`config.mk`:
```
export PLATFORM = sky130hd
export DESIGN_NAME = udpdmx_ctrl
export DESIGN_NICKNAME = d
export VERILOG_FILES = /design/src/rtl/core/udpdmx_pkg.sv /design/src/rtl/core/udpdmx_ctrl.sv
export SDC_FILE = /design/constraint.sdc
export NUM_CORES = 1
export LEC_CHECK = 0
export ABC_AREA = 0
export BUFFER_PORTS_ARGS = -buffer_cell sky130_fd_sc_hd__buf_2
export CORE_AREA = 2 2 39 41
export DETAILED_ROUTE_END_ITERATION = 16
export DIE_AREA = 0 0 41 43
export MAX_ROUTING_LAYER = met4
export PLACE_DENSITY = 0.46
export SLEW_MARGIN = 10
export SYNTH_ARGS = -nofsm -noshare
export SYNTH_HDL_FRONTEND = slang
export SYNTH_SLANG_ARGS = --single-unit
```
`constraint.sdc`:
```
create_clock -name clk -period 4.9 [get_ports clk]
set_clock_uncertainty 0.1 [all_clocks]
set_input_delay 0.735 -clock clk [delete_from_list [all_inputs] [get_ports clk]]
set_output_delay 0.735 -clock clk [all_outputs]
set_load 0.02 [all_outputs]
```
`src/rtl/core/udpdmx_pkg.sv`:
```
// udpdmx_pkg: request and response payload types, status codes and
// controller/datapath command types for the udp port demultiplexer
// no dependencies
`default_nettype none
package udpdmx_pkg;

  typedef struct packed {
    logic [1:0]  req_type;
    logic [15:0] frame_len;
    logic [15:0] ether_type;
    logic [7:0]  ip_proto;
    logic [31:0] src_ip;
    logic [15:0] src_port;
    logic [15:0] port;
    logic [15:0] udp_len;
    logic [15:0] buffer_handle;
    logic [15:0] max_len;
  } req_t;

  typedef struct packed {
    logic [2:0]  status;
    logic [31:0] out_src_ip;
    logic [15:0] out_src_port;
    logic [15:0] out_handle;
    logic [15:0] copy_len;
  } rsp_t;

  localparam logic [1:0] REQ_FRAME  = 2'd0;
  localparam logic [1:0] REQ_BIND   = 2'd1;
  localparam logic [1:0] REQ_UNBIND = 2'd2;
  localparam logic [1:0] REQ_RECV   = 2'd3;

  localparam logic [2:0] ST_DONE    = 3'd0;
  localparam logic [2:0] ST_ARP     = 3'd1;
  localparam logic [2:0] ST_FORMAT  = 3'd2;
  localparam logic [2:0] ST_UNBOUND = 3'd3;
  localparam logic [2:0] ST_FULL    = 3'd4;
  localparam logic [2:0] ST_REFUSED = 3'd5;
  localparam logic [2:0] ST_EMPTY   = 3'd6;

  localparam logic [15:0] ETYPE_ARP     = 16'h0806;
  localparam logic [15:0] ETYPE_IPV4    = 16'h0800;
  localparam logic [7:0]  PROTO_UDP     = 8'd17;
  localparam logic [15:0] MIN_ARP_FRAME = 16'd42;
  localparam logic [15:0] MIN_IP_FRAME  = 16'd34;
  localparam logic [15:0] UDP_HDR       = 16'd8;

  typedef struct packed {
    logic clear;     // write one zeroed port table entry
    logic capture;   // take the request, read the port table
    logic commit;    // decide, update the port table and the ring
    logic load_out;  // fill the output register
  } dp_cmd_t;

  typedef struct packed {
    logic clear_last;
  } dp_stat_t;

endpackage
`default_nettype wire

```
`src/rtl/core/udpdmx_ctrl.sv`:
```
// udpdmx_ctrl: sequencer for the clearing sweep, request lookup, commit
// and response handshake
// depends on udpdmx_pkg
`default_nettype none
module udpdmx_ctrl (
  input  wire                  clk,
  input  wire                  rst,
  input  wire                  req_valid,
  output logic                 req_ready,
  output logic                 rsp_valid,
  input  wire                  rsp_ready,
  output udpdmx_pkg::dp_cmd_t  cmd,
  input  udpdmx_pkg::dp_stat_t stat
);
  import udpdmx_pkg::*;

  localparam logic [1:0] S_CLEAR = 2'd0;
  localparam logic [1:0] S_IDLE  = 2'd1;
  localparam logic [1:0] S_LOOK  = 2'd2;
  localparam logic [1:0] S_DONE  = 2'd3;

  logic [1:0] state;
  logic [1:0] state_next;
  logic       out_free;

  assign req_ready = (state == S_IDLE);
  assign out_free  = !rsp_valid || rsp_ready;

  always_comb begin
    cmd        = '0;
    state_next = state;
    case (state)
      S_CLEAR: begin
        cmd.clear = 1'b1;
        if (stat.clear_last) state_next = S_IDLE;
      end
      S_IDLE: begin
        if (req_valid) begin
          cmd.capture = 1'b1;
          state_next  = S_LOOK;
        end
      end
      S_LOOK: begin
        cmd.commit = 1'b1;
        state_next = S_DONE;
      end
      S_DONE: begin
        // wait here while the previous response is still held
        if (out_free) begin
          cmd.load_out = 1'b1;
          state_next   = S_IDLE;
        end
      end
      default: state_next = S_CLEAR;
    endcase
  end

  always_ff @(posedge clk) begin
    if (rst) begin
      state     <= S_CLEAR;
      rsp_valid <= 1'b0;
    end else begin
      state <= state_next;
      if (cmd.load_out) begin
        rsp_valid <= 1'b1;
      end else if (rsp_ready) begin
        rsp_valid <= 1'b0;
      end
    end
  end

endmodule
`default_nettype wire

```
Word level (Yosys, flattened, before mapping)
Index checks and enable logic that the tools add are counted.

Memories: 0. Flip-flop bits (word level): 3. Input port bits: 5. ROM bits: 0. Bits in writable memories: 0. Logic and storage cells: 25. Output and inout bits: 6. Bits in latches: 0.

Reduce and logical (&&, ||, !) cells: 5. $mul: 0. Multiplexer cells: 12. Magnitude comparators: 0. Divide/modulo/power cells: 0. Shift-type cells: 0. Bitwise operators: 0. Equal/unequal tests: 6. $add $sub $neg: 0.

Operators by type and width (count): $mux 1 (8); $pmux 2 s4 (1); $mux 2 (3); $ne 2x2->1 const B (3); $eq 2x2->1 const B (2); $reduce_and 3->1 (1); $eq 2x1->1 const B (1); $logic_not 2->1 (1); $reduce_bool 2->1 (1); $logic_not 1->1 (1); $logic_or 1x1->1 (1).

Depth between registers and ports, before layout
Depth after elaboration: 5. Mapped depth: 4.

Worst setup path before layout
OpenSTA, ideal clock, no wires.

Kind: input port to output port. Start point: in rsp_ready. End point: out cmd[0] in the netlist's numbering. Stages: 2. Data arrival time: 1096 ps. Path buffers: 0. Slack: 2969 ps. Data required time: 4065 ps. Cell sequence: nor2b_1 nor2b_1.

RTL lines: start, declared (RTL line udpdmx_ctrl.sv:11) `input wire rsp_ready,`; end, declared (RTL line udpdmx_ctrl.sv:12) `output udpdmx_pkg::dp_cmd_t cmd,`.

==> results_dict.tcl <==
set metrics [dict create \
    tightest_slew_ns 0.486 \
    start_kind "input pin" \
    setup_tns_ns 0 \
    vdd_drop_max_v 0.000151 \
    avgSynthCellArea_um2 8.97 \
    synth_cell_type_count 10 \
    power_uw 162 \
    hold_viol_final 0 \
    dr.pass1.iters 4 \
    grt_pass1_wl_um 669 \
    clk_latency_ns 0.23 \
    setup.worst_path.end_class "output port" \
    drv_slew 0 \
    drt_iter0_markers 5 \
    clk_pin_slew_worst_paths_ns 0.03 \
    cts_setup_buffers 0 \
    synth_nets 34 \
    outcome "finished, final reports clean" \
    grt_max_degree 6 \
    io-pin-count 11 \
    cts_max_level 1 \
    n_antenna_cell 0 \
    max_cap_viol_count 0 \
    drc_errors 0 \
    synth_area_leaders "ha_1, dfxtp_1, inv_1" \
    fin_crit_ns 2.06 \
    yosys.area.top_type "ha_1" \
    cts-root-buf "clkbuf_4" \
    relSlewSlack_pct 67.6 \
    drive_above_1_share_pct 34.2 \
    yosys_warnings 0 \
    leakage_nw 0.171 \
    holdBufCountCts 0 \
    period_share_pct 42.1 \
    rsz0062_at_grt "false" \
    max_freq_ghz 0.485 \
    syn2layout_area_growth_pct 44.8 \
    io_buffers 10 \
    critPathKind "in2out" \
    viasPerCell 3.56 \
    setup_viol 0 \
    gr-total-overflow 0 \
    tritoncts "done" \
    rows 14 \
    dr_total_vias 192 \
    r2r_slack_ns 3.15 \
    synth-edff-count 0 \
    fp.dieW_um 41 \
    worst_ep_required_time_ns 4.07 \
    grt_usage_pct 6.37 \
    synth_top_cell_area_share_pct 29.1 \
    layout.nets 49 \
    synth_common_cells "ha_1, inv_1, nor2_1" \
    ant_nets 0 \
    chipHeight_um 43 \
    syn-cell-area_um2 215 \
    antenna_found_initial 0 \
    worst_hold_path_type "reg2reg" \
    powerDensity_mw_per_mm2 519 \
    crit_arrival_ns 1.23 \
    dp_hpwl_um 349 \
    wirelength_um 409 \
    wl_per_cell_um 7.57 \
    die_area_mm2 0.00176 \
    cts.sinks 3 \
    ys_ff_latch 3 \
    start_util_pct 15.6 \
    grt_pass1_vias 172 \
    yosysMostFrequentCell "ha_1" \
    clk_path_buf_depth 2 \
    synth_flop_cell "dfxtp_1" \
    gp_congestion 0.661 \
    cts_buffers 3 \
    critPathMaxFanout 3 \
    core_area_mm2 0.00138 \
    synthCells 24 \
    post_cts_resized 0 \
    synthArstFlopShare_pct 0 \
    yosysSeqAreaShare_pct 27.9 \
]
[layer usage]
layer	vias up	share of wire, %	routed length, um	GRT usage, %
li1	105	-	-	-
met1	79	45	183	6.73
met2	8	42	172	8.13
met3	0	13	54	4.71
met4	0	0	0	4.00
met5	-	0	0	-
[final timing paths]
check / startpoint / endpoint / cells past startpoint
worst max register to register: state[0] / state[0] / 4
worst min register to register: state[1] / state[1] / 2
worst min-delay path: state[1] / state[1] / 2
worst max-delay path: rsp_ready / cmd[0] / 4
[cells in the final DEF, fill, tap and decap left out]
| cell type | synthesis | routed |
|---|---|---|
| buf_2 | 0 | 10 |
| ha_1 | 5 | 5 |
| inv_1 | 4 | 4 |
| nor2_1 | 4 | 4 |
| clkbuf_4 | 0 | 3 |
| dfxtp_1 | 3 | 3 |
| nor2b_1 | 2 | 2 |
| nand2b_1 | 2 | 2 |
| and2_1 | 1 | 1 |
| a222oi_1 | 1 | 1 |
| mux2i_1 | 1 | 1 |
| mux2_1 | 1 | 1 |
| clkbuf_1 | 0 | 1 |
[registers in the layout, indices dropped and copies added (netlist names)]
| name | flops |
|---|---|
| rsp_valid | 1 |
| state | 2 |
[area by class of cell]
cell class                 count  area (um^2)
clock buffer                   4         26.3
fill                         159         1070
inverter                       4         15.0
multi-input combinational     17          140
sequential                     3         60.1
tap                           16         20.0
timing repair buffer          10         50.0
[where the power goes]
| group | internal, mW | total, mW | switching (mW) |
|---|---|---|---|
| Sequential | 0.0321 | 0.0399 | 0.00779 |
| Clock | 0.0304 | 0.0421 | 0.0117 |
| Combinational | 0.0325 | 0.0798 | 0.0473 |
| Total | 0.0950 | 0.162 | 0.0668 |
[through the flow]
stage	util, %	cells	instance area (um^2)	worst slack [ns]	hold WS, ns
final	22.5	54	312	2.84	0.416
after CTS	22.5	54	312	2.83	0.424
after global routing	22.5	54	312	2.79	0.455
after detailed placement	20.6	50	285	2.83	0.419
after global placement	20.6	50	285	2.84	0.426
after floorplan	-	24	215	2.97	0.381
[cells by family (layout without fill, tap and decap cells)]
group	count (synthesis)	in the layout	share of synthesized area [%]
muxes	2	2	9.88
and+or+nand+nor	9	9	21.5
DFF	3	3	27.9
AOI/OAI and AO/OA	1	1	4.65
adders and majority gates	5	5	29.1
buffers and inverters	4	18	6.97
[critical path, cell delays in order]
cell and delay [ns]:
buf_2 0.09, nor2b_1 0.17, nor2b_1 0.07, buf_2 0.16
No activity file was read; power rests on OpenSTA's default activity.
